## config.mk

```make
export PLATFORM = sky130hd
export DESIGN_NAME = mlfb_mod_unit
export DESIGN_NICKNAME = d
export VERILOG_FILES = /design/src/design/mlfb_pkg.sv /design/src/design/mlfb_mod_unit.sv
export SDC_FILE = /design/constraint.sdc
export NUM_CORES = 1
export LEC_CHECK = 0
export ABC_AREA = 1
export BUFFER_PORTS_ARGS = -buffer_cell sky130_fd_sc_hd__buf_4
export CAP_MARGIN = 30
export CORE_MARGIN = 2
export CORE_UTILIZATION = 49
export DETAILED_ROUTE_END_ITERATION = 12
export HOLD_SLACK_MARGIN = 0.12
export PLACE_DENSITY = 0.87
export SLEW_MARGIN = 10
export SYNTH_ARGS = -nofsm -noshare
export SYNTH_HDL_FRONTEND = slang
export SYNTH_SLANG_ARGS = --single-unit
```

## constraint.sdc

```tcl
create_clock -name clk -period 1.6 [get_ports clk]
set_clock_uncertainty 0.05 [all_clocks]
set_input_delay 0.08 -clock clk [delete_from_list [all_inputs] [get_ports clk]]
set_output_delay 0.08 -clock clk [all_outputs]
set_load 0.01 [all_outputs]
```

## src/design/mlfb_pkg.sv

```systemverilog
// shared types and constants for the memory lcd frame buffer writer
`timescale 1ns / 1ps
`default_nettype none

package mlfb_pkg;

    // byte position counter and column-within-line counter widths
    localparam int POS_W = 13;
    localparam int COL_W = 5;
    localparam int CNT_W = $clog2(POS_W);

    // register indexes
    localparam logic [1:0] REG_WIDTH    = 2'd0;
    localparam logic [1:0] REG_HEIGHT   = 2'd1;
    localparam logic [1:0] REG_ROTATION = 2'd2;

    // item kinds
    localparam logic [1:0] KIND_PIXEL   = 2'd0;
    localparam logic [1:0] KIND_REFRESH = 2'd1;
    localparam logic [1:0] KIND_TICK    = 2'd2;
    localparam logic [1:0] KIND_UNUSED  = 2'd3;

    // rotation codes
    localparam logic [1:0] ROT_0   = 2'd0;
    localparam logic [1:0] ROT_90  = 2'd1;
    localparam logic [1:0] ROT_180 = 2'd2;
    localparam logic [1:0] ROT_270 = 2'd3;

    localparam logic [7:0] BYTE_ZERO = 8'h00;

    localparam logic [7:0] BIT_OF [8] = '{8'd1, 8'd2, 8'd4, 8'd8,
                                          8'd16, 8'd32, 8'd64, 8'd128};

    typedef enum logic [6:0] {
        PH_IDLE       = 7'b0000001,
        PH_CMD        = 7'b0000010,
        PH_FIRST_ADDR = 7'b0000100,
        PH_DATA       = 7'b0001000,
        PH_EOL        = 7'b0010000,
        PH_ADDR       = 7'b0100000,
        PH_TRAILER    = 7'b1000000
    } phase_t;

    typedef enum logic [3:0] {
        ST_CLEAR   = 4'b0001,
        ST_READY   = 4'b0010,
        ST_PIX_WR  = 4'b0100,
        ST_TICK_RD = 4'b1000
    } ctl_t;

    // status of the serial remainder unit
    typedef struct packed {
        logic             busy;
        logic             done;
        logic [COL_W-1:0] rem;
    } mod_status_t;

endpackage

`default_nettype wire

```

## src/design/mlfb_mod_unit.sv

```systemverilog
// serial remainder unit: byte position modulo bytes per line, one bit a cycle
`timescale 1ns / 1ps
`default_nettype none

module mlfb_mod_unit
    import mlfb_pkg::*;
(
    input  wire logic             clk,
    input  wire logic             rst_n,
    input  wire logic             start,
    input  wire logic [POS_W-1:0] dividend,
    input  wire logic [COL_W-1:0] divisor,
    output mod_status_t           status
);

    logic             run_reg;
    logic [CNT_W-1:0] cnt_reg;
    logic [POS_W-1:0] dvd_reg;
    logic [COL_W-1:0] div_reg;
    logic [COL_W-1:0] rem_reg;
    logic [COL_W:0]   trial;
    logic [COL_W:0]   rem_step;

    always_comb
    begin
        trial = {rem_reg, dvd_reg[POS_W-1]};
        if (trial >= {1'b0, div_reg})
        begin
            rem_step = trial - {1'b0, div_reg};
        end
        else
        begin
            rem_step = trial;
        end
    end

    assign status.busy = run_reg;
    assign status.done = run_reg && (cnt_reg == '0);
    assign status.rem  = rem_step[COL_W-1:0];

    always_ff @(posedge clk or negedge rst_n)
    begin
        if (!rst_n)
        begin
            run_reg <= 1'b0;
            cnt_reg <= '0;
        end
        else if (start)
        begin
            run_reg <= 1'b1;
            cnt_reg <= CNT_W'(POS_W - 1);
        end
        else if (run_reg)
        begin
            if (cnt_reg == '0)
            begin
                run_reg <= 1'b0;
            end
            else
            begin
                cnt_reg <= cnt_reg - 1'b1;
            end
        end
    end

    always_ff @(posedge clk)
    begin
        if (start)
        begin
            dvd_reg <= dividend;
            div_reg <= divisor;
            rem_reg <= '0;
        end
        else if (run_reg)
        begin
            dvd_reg <= {dvd_reg[POS_W-2:0], 1'b0};
            rem_reg <= rem_step[COL_W-1:0];
        end
    end

endmodule

`default_nettype wire

```

## After elaboration in Yosys (flattened, before gate mapping)

Cells that the tools add are included.

- Register bits: 28
- Latch bits: 0
- Memory bits (writable): 0
- Memory bits (read-only): 0
- Bits of input ports: 21
- Output and inout port bits: 7
- Word-level logic and storage cells: 22
- Memories: 0

- Add/subtract/negate cells: 2
- $mul: 0
- Divide/modulo/power cells: 0
- Magnitude comparators: 1
- Eq/ne operators: 1
- Shift-type cells: 0
- Multiplexer cells: 9
- Bitwise operators: 0
- Reductions and logical operators: 4

Operators with widths:

| cell | number |
|---|---|
| two-way mux 13 bit | 2 |
| two-way mux 4 bit | 3 |
| greater-or-equal comparator 6 x 5 -> 1 bit | 1 |
| two-way mux 5 bit | 1 |
| subtractor 5 bit | 1 |
| zero test 4 bit | 1 |
| subtractor 4 x 1 -> 4 bit, second input constant | 1 |
| two-way mux 1 bit | 3 |
| inequality test 2 bit, second input constant | 1 |
| AND reduction 2 bit | 1 |
| nonzero test 2 bit | 1 |
| logical AND 1 bit | 1 |

## Logic depth before layout (Yosys ltp)

Gate-level depths: netlist of run 1.

- Depth after elaboration: 4
- Mapped depth: 12
- Depth with buffers taken out: 12

## Worst setup path after synthesis of run 1

OpenSTA, ideal clock, no wires.

- Path type: register -> register
- Start point: reg dvd_reg[12]
- End point: reg rem_reg[3]
- Data arrival time: 1581 ps
- Setup slack: -144 ps
- Cell stages (with the launch flop): 13
- Buffers on the path: 0
- Cells stage by stage: edfxtp_1 inv_1 ha_1 inv_1 fa_1 inv_1 nand2_1 nand3_4 nand3_4 nand2_2 nand2_1 nand2_1 nand2_1

RTL lines:

| item | RTL line | source |
|---|---|---|
| from (decl) | mlfb_mod_unit.sv:18 | `logic [POS_W-1:0] dvd_reg;` |
| from (signal assigned) | mlfb_mod_unit.sv:70 | `dvd_reg <= dividend;` |
| from (signal assigned) | mlfb_mod_unit.sv:76 | `dvd_reg <= {dvd_reg[POS_W-2:0], 1'b0};` |
| to (signal assigned) | mlfb_mod_unit.sv:77 | `rem_reg <= rem_step[COL_W-1:0];` |
| to (decl) | mlfb_mod_unit.sv:20 | `logic [COL_W-1:0] rem_reg;` |

==> results.sh, run 1 <==
export IMPL_nets=266
export IMPL_path_cells="inv_2, ha_4, inv_2, fa_2, inv_2, nand2_2, nand3_4, nand3_4, nand2_2, and2_4, buf_6"
export IMPL_clock_latency_ps=330
export IMPL_ys_seq_area_share_pct=51.3
export IMPL_final_area_sq_um=2220
export IMPL_violations="setup timing"
export IMPL_antenna_cells=0
export IMPL_max_stage_delay_ps=410
export IMPL_fin_crit_ps=2180
export IMPL_path_max_fanout=5
export IMPL_fp_dieH_microns=59.2
export IMPL_htreeDepth=1
export IMPL_core_area_sq_um=2980
export IMPL_post_dp_cell_area_sq_um=1790
export IMPL_num_rows=20
export IMPL_wire_per_inst_microns=14.9
export IMPL_hold_path_end="div_reg[2]"
export IMPL_p_total_w=0.00334
export IMPL_p_int_w=0.00210
export IMPL_pwr_share_clk_pct=13.9
export IMPL_rrSetupSlack_ps=-300
export IMPL_regToRegStartpoint="dvd_reg[12]"
export IMPL_dieArea_sq_um=3500
export IMPL_worstSetupStartpointType="flip-flop"
export IMPL_layout_common_cells="61 x nand2_1, 40 x buf_4, 21 x dlygate4sd3_1"
export IMPL_finalWorstSetupSlack_ps=-582
export IMPL_swShare_pct=37.2
export IMPL_drt_iter0_markers=83
export IMPL_largest_reg_flops=13
export IMPL_grt_pass1_wl_mm=6.34
export IMPL_power_switching_w=0.00124
export IMPL_tns_ps=-3830
export IMPL_path_clk_slew_ps=160
export IMPL_hpwl_mm=2.19
export IMPL_yosysWarnings=0
export IMPL_tightest_slew_ps=565
export IMPL_cap_violations=0
export IMPL_p_seq_share_pct=29.8
export IMPL_synth_largest_area_cell="edfxtp_1"
export IMPL_path_common_cell="inv_2"
export IMPL_vias_per_cell=5.10
export IMPL_cts_sinks=28
export IMPL_hold_viol=0
export IMPL_gp_congestion=0.881
export IMPL_syn_nets=199
export IMPL_cts_tree="yes"
export IMPL_critPathArrivalTime_ps=2050
export IMPL_place_ws_ps=-190
export IMPL_worstSetupEndpointType="output port"
export IMPL_hold_start="divisor[2]"
export IMPL_clk_root_buffer_cell="clkbuf_4"
export IMPL_start_util_pct=50.1
export IMPL_detail_route_antenna_nets=0
export IMPL_drt_pass1_iterations=4
export IMPL_finalMaxSlewViolations=0
export IMPL_antenna_found_initial=0
export IMPL_syn_inst=171
export IMPL_outcome="complete, but fails checks"
export IMPL_rsz0062_at_grt="yes"
export IMPL_first_global_vias=1418
export IMPL_grt_overflow_total=0
export IMPL_port_buffers=27
export IMPL_leakagePower_nw=1.11
export IMPL_grt_usage_pct=24.5
export IMPL_yosysTopAreaCellShare_pct=36.2
export IMPL_setup_viol=10
export IMPL_synth_seq_cells=28
export IMPL_crit_type="flip-flop to output port"
export IMPL_ir_worst_vdd_uv=764
export IMPL_hold_depth=2
export IMPL_syn_to_final_growth_pct=48.7
export IMPL_p_comb_share_pct=56.3
export IMPL_mostFrequentLayoutCell="nand2_1"
export IMPL_drt_wl_total_mm=4.01
export IMPL_ys_types=27
export IMPL_clock_fmax_mhz=458
export IMPL_syn_area_per_cell_sq_um=8.72
export IMPL_hold_slack_ps=410
export IMPL_post_route_drc_count=0
export IMPL_mappedNetlistArea_sq_um=1490
export IMPL_worstReg2RegEnd="rem_reg[4]"
export IMPL_synth_area_leaders="edfxtp_1 36%, nand2_1 17%, dfrtp_1 8.4%"
export IMPL_worst_path_max_delay_cell="edfxtp_1"
export IMPL_die_w_microns=59.2
export IMPL_slew_headroom_pct=62.2
export IMPL_num_io_pins=28
export IMPL_min_path_type="primary input to flip-flop"
export IMPL_finalCritPeriodShare_pct=136
export IMPL_cts_made_buffers=3
export IMPL_rr_worst_depth=13
export IMPL_power_density_nw_per_um2=1510
export IMPL_grt_start_max_net_pins=24
export IMPL_vias=1376
export IMPL_cts_buffer_depth=2
export IMPL_drive_gt1_share_pct=35.9
export IMPL_crit_required_ps=1470
==> power groups by stage <==
stage / Clock (W) / Sequential [W] / Combinational (W)
final: 0.000465 / 0.000994 / 0.00188
after global routing: 0.000500 / 0.00100 / 0.00204
after CTS: 0.000462 / 0.000983 / 0.00161
after detailed placement: 0 / 0.000997 / 0.00138
after global placement: 0 / 0.000993 / 0.00135
after floorplan: 0 / 0.000978 / 0.000938
==> how the worst max path moves through the flow <==
stage | from | to
2_1_floorplan | dvd_reg[12] | rem_reg[4]
3_3_place_gp | dvd_reg[12] | status[2]
3_5_place_dp | dvd_reg[12] | status[0]
4_1_cts | dvd_reg[12] | status[2]
5_1_grt | div_reg[3] | status[2]
6_report | dvd_reg[12] | status[2]
==> per-stage QoR <==
step,instances,utilization (%)
CTS,267,72.0
finish,270,74.5
detailed placement,235,60.0
global placement,235,60.0
global route,270,74.5
floorplan,171,-
==> cell type report <==
type                    instances  area [sq um]
inverters                      20          75.1
fillers                       197           759
clock buffers                   3          22.5
well taps                      33          41.3
flip-flops and latches         28           766
clock inverters                 1          30.0
multi-input cells             119           717
repair buffers                 66           567
==> cell families (layout without fill, tap and decap cells) <==
family / after synthesis / after routing / synth area share (%)
XOR/XNOR: 2 / 2 / 1.17
flip-flops: 28 / 28 / 51.3
adder cells (fa/ha/maj): 7 / 7 / 6.38
buffers and inverters: 24 / 90 / 6.63
AO/OA/AOI/OAI: 7 / 7 / 2.77
AND/OR/NAND/NOR: 103 / 103 / 31.7
==> layer usage <==
layer | vias up | global-route usage (%) | wire (microns) | part of all wire (%)
met4 | 0 | 7.47 | 121 | 3.0
met3 | 12 | 3.06 | 91 | 2.3
li1 | 680 | - | - | -
met2 | 41 | 47.3 | 2340 | 58
met1 | 643 | 27.6 | 1460 | 36
met5 | - | 0 | 0 | 0
==> synthesized netlist by cell type, drive strengths merged <==
cell type	n
nand3b	2
clkbuf	1
buf	3
o21ai	5
a21oi	1
ha	6
fa	1
nor2	8
and2	3
nand3	17
xor2	1
nand2	71
dfxtp	5
xnor2	1
nand4	1
a21boi	1
edfxtp	18
dfrtp	5
or2	1
inv	20
==> repair_timing <==
| item | 4_1_cts | 5_1_grt |
|---|---|---|
| setup endpoints to repair | 10 | 11 |
| pin swaps | 4 | 8 |
| hold buffers | 21 | 0 |
| buffers inserted | 7 | 3 |
| gates resized for setup | 11 | 12 |
| gates cloned | 0 | 0 |
| endpoints found under the hold margin | 28 | 0 |
==> worst max-delay path: cells and delay by family (launching register included) <==
family | cells | cell delay (ps)
and+or+nand+nor | 5 | 540
DFF | 1 | 410
adders and majority gates | 2 | 490
buffers and inverters | 4 | 290
Note: power is estimated with default switching activity, not from simulation.
==> run 2, diff against run 1 <==
- ABC_AREA: 1 -> 0
- CORE_UTILIZATION: 49 -> 48
- PLACE_DENSITY: 0.87 -> 0.86
- SKIP_CTS_REPAIR_TIMING: not set -> 1
==> run 2 against run 1 <==
  * Register-to-register slack worse by 240 ps
  * Sequential share of layout area rose by 0.74 points
  * Flip-flop and latch count unchanged
  * Worst setup slack got worse by 290 ps
  * The flow still finishes with violations (setup timing)
  * Utilization increased by 3.6 points
  * First-iteration DRC count down 39%
  * Cell count down 20%
==> results.sh, run 2 <==
export IMPL_mappedNetlistArea_sq_um=1420
export IMPL_hold_path_end="div_reg[1]"
export IMPL_htreeDepth=1
export IMPL_layout_common_cells="44 x buf_4, 21 x dlygate4sd3_1, 18 x edfxtp_1"
export IMPL_crit_type="flip-flop to output port"
export IMPL_fp_dieH_microns=58.4
export IMPL_rsz0062_at_grt="yes"
export IMPL_hpwl_mm=2.15
export IMPL_detail_route_antenna_nets=0
export IMPL_finalWorstSetupSlack_ps=-871
export IMPL_hold_slack_ps=378
export IMPL_grt_usage_pct=19.3
export IMPL_path_clk_slew_ps=160
export IMPL_wire_per_inst_microns=17.4
export IMPL_start_util_pct=51.1
export IMPL_power_density_nw_per_um2=1420
export IMPL_ys_types=35
export IMPL_finalMaxSlewViolations=0
export IMPL_post_route_drc_count=0
export IMPL_num_rows=19
export IMPL_ys_seq_area_share_pct=53.8
export IMPL_finalCritPeriodShare_pct=154
export IMPL_cts_made_buffers=3
export IMPL_synth_seq_cells=28
export IMPL_leakagePower_nw=0.945
export IMPL_first_global_vias=1130
export IMPL_cts_sinks=28
export IMPL_synthArstFlopShare_pct=17.9
export IMPL_place_ws_ps=-473
export IMPL_synth_common_cells="18 x edfxtp_1, 12 x mux2_2, 11 x inv_1"
export IMPL_setup_viol=12
export IMPL_syn_nets=144
export IMPL_drt_wl_total_mm=3.75
export IMPL_syn_inst=116
export IMPL_worstSetupEndpointType="output port"
export IMPL_largest_reg_flops=13
export IMPL_worstSetupStartpointType="flip-flop"
export IMPL_ir_worst_vdd_uv=1430
export IMPL_grt_pass1_wl_mm=4.89
export IMPL_outcome="complete, but fails checks"
export IMPL_die_w_microns=58.4
export IMPL_synth_edf_count=18
export IMPL_place_inst=186
export IMPL_crit_required_ps=1470
export IMPL_fin_crit_ps=2470
export IMPL_yosysWarnings=0
export IMPL_drt_pass1_iterations=4
export IMPL_rr_worst_depth=8
export IMPL_worstReg2RegEnd="rem_reg[2]"
export IMPL_hold_viol=0
export IMPL_min_path_type="primary input to flip-flop"
export IMPL_clock_fmax_mhz=405
export IMPL_cap_violations=0
export IMPL_clock_latency_ps=350
export IMPL_cts_tree="yes"
export IMPL_syn_to_final_growth_pct=52.7
export IMPL_regToRegStartpoint="dvd_reg[12]"
export IMPL_nets=213
export IMPL_critPathArrivalTime_ps=2340
export IMPL_synth_area_leaders="edfxtp_1 38%, mux2_2 9.5%, dfrtp_1 8.8%"
export IMPL_cts_buffer_depth=2
export IMPL_grt_overflow_total=0
export IMPL_gp_congestion=0.825
export IMPL_slew_headroom_pct=66.2
export IMPL_yosysTopAreaCellShare_pct=38.0
export IMPL_clk_root_buffer_cell="clkbuf_4"
export IMPL_vias_per_cell=5.53
export IMPL_mostFrequentLayoutCell="buf_4"
export IMPL_synth_largest_area_cell="edfxtp_1"
export IMPL_rrSetupSlack_ps=-540
export IMPL_dieArea_sq_um=3420
export IMPL_path_max_fanout=2
export IMPL_port_buffers=27
export IMPL_fin_cells=215
export IMPL_violations="setup timing"
export IMPL_vias=1190
export IMPL_antenna_found_initial=0
export IMPL_drive_gt1_share_pct=48.9
export IMPL_synth_ff_type="edfxtp_1"
export IMPL_hold_start="divisor[1]"
export IMPL_grt_start_max_net_pins=28
export IMPL_num_io_pins=28
export IMPL_antenna_cells=0
export IMPL_hold_depth=2
export IMPL_syn_area_per_cell_sq_um=12.3
export IMPL_drt_iter0_markers=51
export IMPL_core_area_sq_um=2780
export IMPL_tightest_slew_ps=507
export IMPL_yosysMostFrequentCell="edfxtp_1"
## run 2: worst max-delay path by stage
stage,slack (ps),startpoint,depth (start not counted),endpoint
final,-870,dvd_reg[12],10,status[4]
after global placement,-360,dvd_reg[12],8,rem_reg[2]
after CTS,-820,dvd_reg[12],10,status[4]
after global routing,-970,dvd_reg[12],10,status[4]
after detailed placement,-470,dvd_reg[12],8,rem_reg[2]
after floorplan,-350,dvd_reg[12],8,rem_reg[2]
## run 2: critical path, cell delays in order, from the launching register on
cell and delay, ps:
edfxtp_1 430, inv_1 80, ha_2 190, inv_2 50
fa_2 370, buf_6 150, nand3_4 60, nand2_2 80
xnor2_2 160, mux2_2 290, buf_4 150
## run 2: cells by family after synthesis
group,synth area share [%]
AOI/OAI and AO/OA,9.24
xor gates and xnor gates,3.08
adders and majority gates,6.68
buffers and inverters,5.19
DFF,53.8
muxes,13.2
and+or+nand+nor,8.80
## run 2: cell type report
type,instances,area (sq um)
multi-input cells,72,688
inverters,11,41.3
flip-flops and latches,28,766
well taps,31,38.8
clock buffers,3,22.5
clock inverters,1,30.0
fillers,167,609
repair buffers,69,586
## run 2: routing by layer
layer  part of all wire (%)  global-route usage (%)  wire length (microns)  vias to the layer above
met5                      0                       0                      0                        -
met4                    4.7                    8.64                    176                        0
li1                       -                       -                      -                      550
met1                     36                    21.6                   1360                      565
met3                    4.7                    5.05                    176                       21
met2                     54                    34.0                   2030                       54
## run 2: report_power, final
part           internal (W)  switching [W]
clock              0.000254       0.000224
combinational      0.000906       0.000727
sequential         0.000895      0.0000792
## run 2: per-stage QoR
stage	area (sq um)	TNS (ps)	power, W	utilization [%]
5_1_grt	2170	-7510	0.00324	78.1
6_report	2170	-6410	0.00309	78.1
4_1_cts	1820	-6500	0.00279	65.5
3_5_place_dp	1770	-3800	0.00231	63.6
3_3_place_gp	1770	-2840	0.00224	63.6
2_1_floorplan	1430	-2080	0.00174	-
==> run 3, diff against run 2 <==
- HOLD_SLACK_MARGIN: 0.12 -> 0.06
- RECOVER_POWER: not set -> 50
==> run 3 against run 2 <==
  * The flow still finishes with violations (setup timing)
  * Combinational power about the same
  * Global-route usage unchanged
  * Flip-flop and latch count unchanged
  * Sequential power about the same
  * Register-to-register slack about the same
  * Final area decreased by 0.63%
  * Utilization decreased by 0.49 points
  * Worst hold slack improved by 22 ps
  * Critical path type unchanged
  * Critical endpoint unchanged
==> results.sh, run 3 (synthesized netlist as in run 2, its figures left out) <==
export IMPL_cap_violations=0
export IMPL_detail_route_antenna_nets=0
export IMPL_largest_reg_flops=13
export IMPL_place_inst=186
export IMPL_nets=212
export IMPL_vias_per_cell=5.50
export IMPL_core_area_sq_um=2780
export IMPL_min_path_type="primary input to flip-flop"
export IMPL_layout_common_cells="37 x buf_4, 20 x dlygate4sd3_1, 18 x edfxtp_1"
export IMPL_drt_iter0_markers=55
export IMPL_m1WireLength_mm=1.30
export IMPL_highest_layer="met4"
export IMPL_gp_congestion=0.825
export IMPL_clock_latency_ps=350
export IMPL_ir_worst_vdd_uv=1430
export IMPL_worstSetupEndpointType="output port"
export IMPL_rrSetupSlack_ps=-530
export IMPL_fin_crit_ps=2460
export IMPL_finalMaxSlewViolations=0
export IMPL_startpoint="dvd_reg[12]"
export IMPL_outcome="complete, but fails checks"
export IMPL_drive_gt1_share_pct=48.6
export IMPL_first_global_vias=1130
export IMPL_wl_met2_mm=1.96
export IMPL_tightest_slew_ps=1300
export IMPL_fin_util_pct=77.6
export IMPL_path_clk_slew_ps=160
export IMPL_clock_fmax_mhz=407
export IMPL_crit_type="flip-flop to output port"
export IMPL_regToRegStartpoint="dvd_reg[12]"
export IMPL_path_max_fanout=2
export IMPL_finalCritPeriodShare_pct=154
export IMPL_htreeDepth=1
export IMPL_fillers=174
export IMPL_leakagePower_nw=0.936
export IMPL_drt_wl_total_mm=3.58
export IMPL_worstSetupStartpointType="flip-flop"
export IMPL_worstReg2RegEnd="rem_reg[2]"
export IMPL_dieArea_sq_um=3420
export IMPL_syn_to_final_growth_pct=51.7
export IMPL_drt_pass1_iterations=4
export IMPL_rsz0062_at_grt="yes"
export IMPL_num_rows=19
export IMPL_vias=1177
export IMPL_violations="setup timing"
export IMPL_wl_met3_microns=197
export IMPL_grt_overflow_total=0
export IMPL_grt_pass1_wl_mm=4.89
export IMPL_antenna_cells=0
export IMPL_wire_per_inst_microns=16.7
export IMPL_clk_root_buffer_cell="clkbuf_4"
export IMPL_cts_buffer_depth=2
export IMPL_crit_required_ps=1470
export IMPL_port_buffers=27
export IMPL_grt_usage_pct=19.3
export IMPL_cts_sinks=28
export IMPL_setup_worst_path_end="status[4]"
export IMPL_fin_cells=214
export IMPL_fp_dieH_microns=58.4
export IMPL_start_util_pct=51.1
export IMPL_hpwl_mm=2.15
export IMPL_grt_start_max_net_pins=28
export IMPL_antenna_found_initial=0
export IMPL_slew_headroom_pct=13.6
export IMPL_hold_viol=0
export IMPL_num_io_pins=28
export IMPL_cts_tree="yes"
export IMPL_power_density_nw_per_um2=1420
export IMPL_mostFrequentLayoutCell="buf_4"
export IMPL_die_w_microns=58.4
export IMPL_cts_made_buffers=3
export IMPL_finalWorstSetupSlack_ps=-857
export IMPL_critPathArrivalTime_ps=2330
export IMPL_post_route_drc_count=0
export IMPL_rr_worst_depth=8
export IMPL_setup_viol=27
run 3: worst min path at each step:
stage | cells past startpoint | from | end
after floorplan | 0 | rst_n | cnt_reg[0]
after global placement | 1 | rst_n | cnt_reg[2]
after detailed placement | 1 | rst_n | cnt_reg[1]
after CTS | 1 | rst_n | cnt_reg[3]
after global routing | 2 | divisor[1] | div_reg[1]
final | 2 | divisor[1] | div_reg[1]
run 3: routing by layer:
metal / track usage [%] / vias up
li1: - / 547
met1: 21.6 / 566
met4: 8.64 / 0
met5: 0 / -
met3: 5.05 / 15
met2: 34.0 / 49
run 3: final cells by class:
type,count,area (sq um),share of cell area (%)
clock buffers,3,22.5,1.04
clock inverters,1,30.0,1.39
repair buffers,68,572,26.5
inverters,11,41.3,1.91
multi-input cells,72,688,31.9
well taps,31,38.8,1.80
flip-flops and latches,28,766,35.5
run 3: report_power, final:
group	switching [W]	internal (W)
clock network	0.000224	0.000254
logic	0.000707	0.000903
registers	0.0000795	0.000895
run 3: stage by stage:
step                instance area [sq um]  worst slack [ps]  hold slack, ps  total power, W  setup TNS (ps)
finish                               2160              -857             401         0.00306           -7270
global route                         2160              -941             398         0.00322          -11250
CTS                                  1820              -821            -562         0.00279           -6500
detailed placement                   1770              -473            -165         0.00231           -3800
global placement                     1770              -358            -167         0.00224           -2840
floorplan                            1430              -350            -266         0.00174           -2080
run 3: worst max-delay path, cell delays in order, from the launching register on:
cell and delay, ps:
edfxtp_1 430, inv_1 80, ha_2 190, inv_2 50, fa_2 370, buf_6 140
nand3_4 60, nand2_2 70, xnor2_2 150, mux2_2 280, buf_4 150
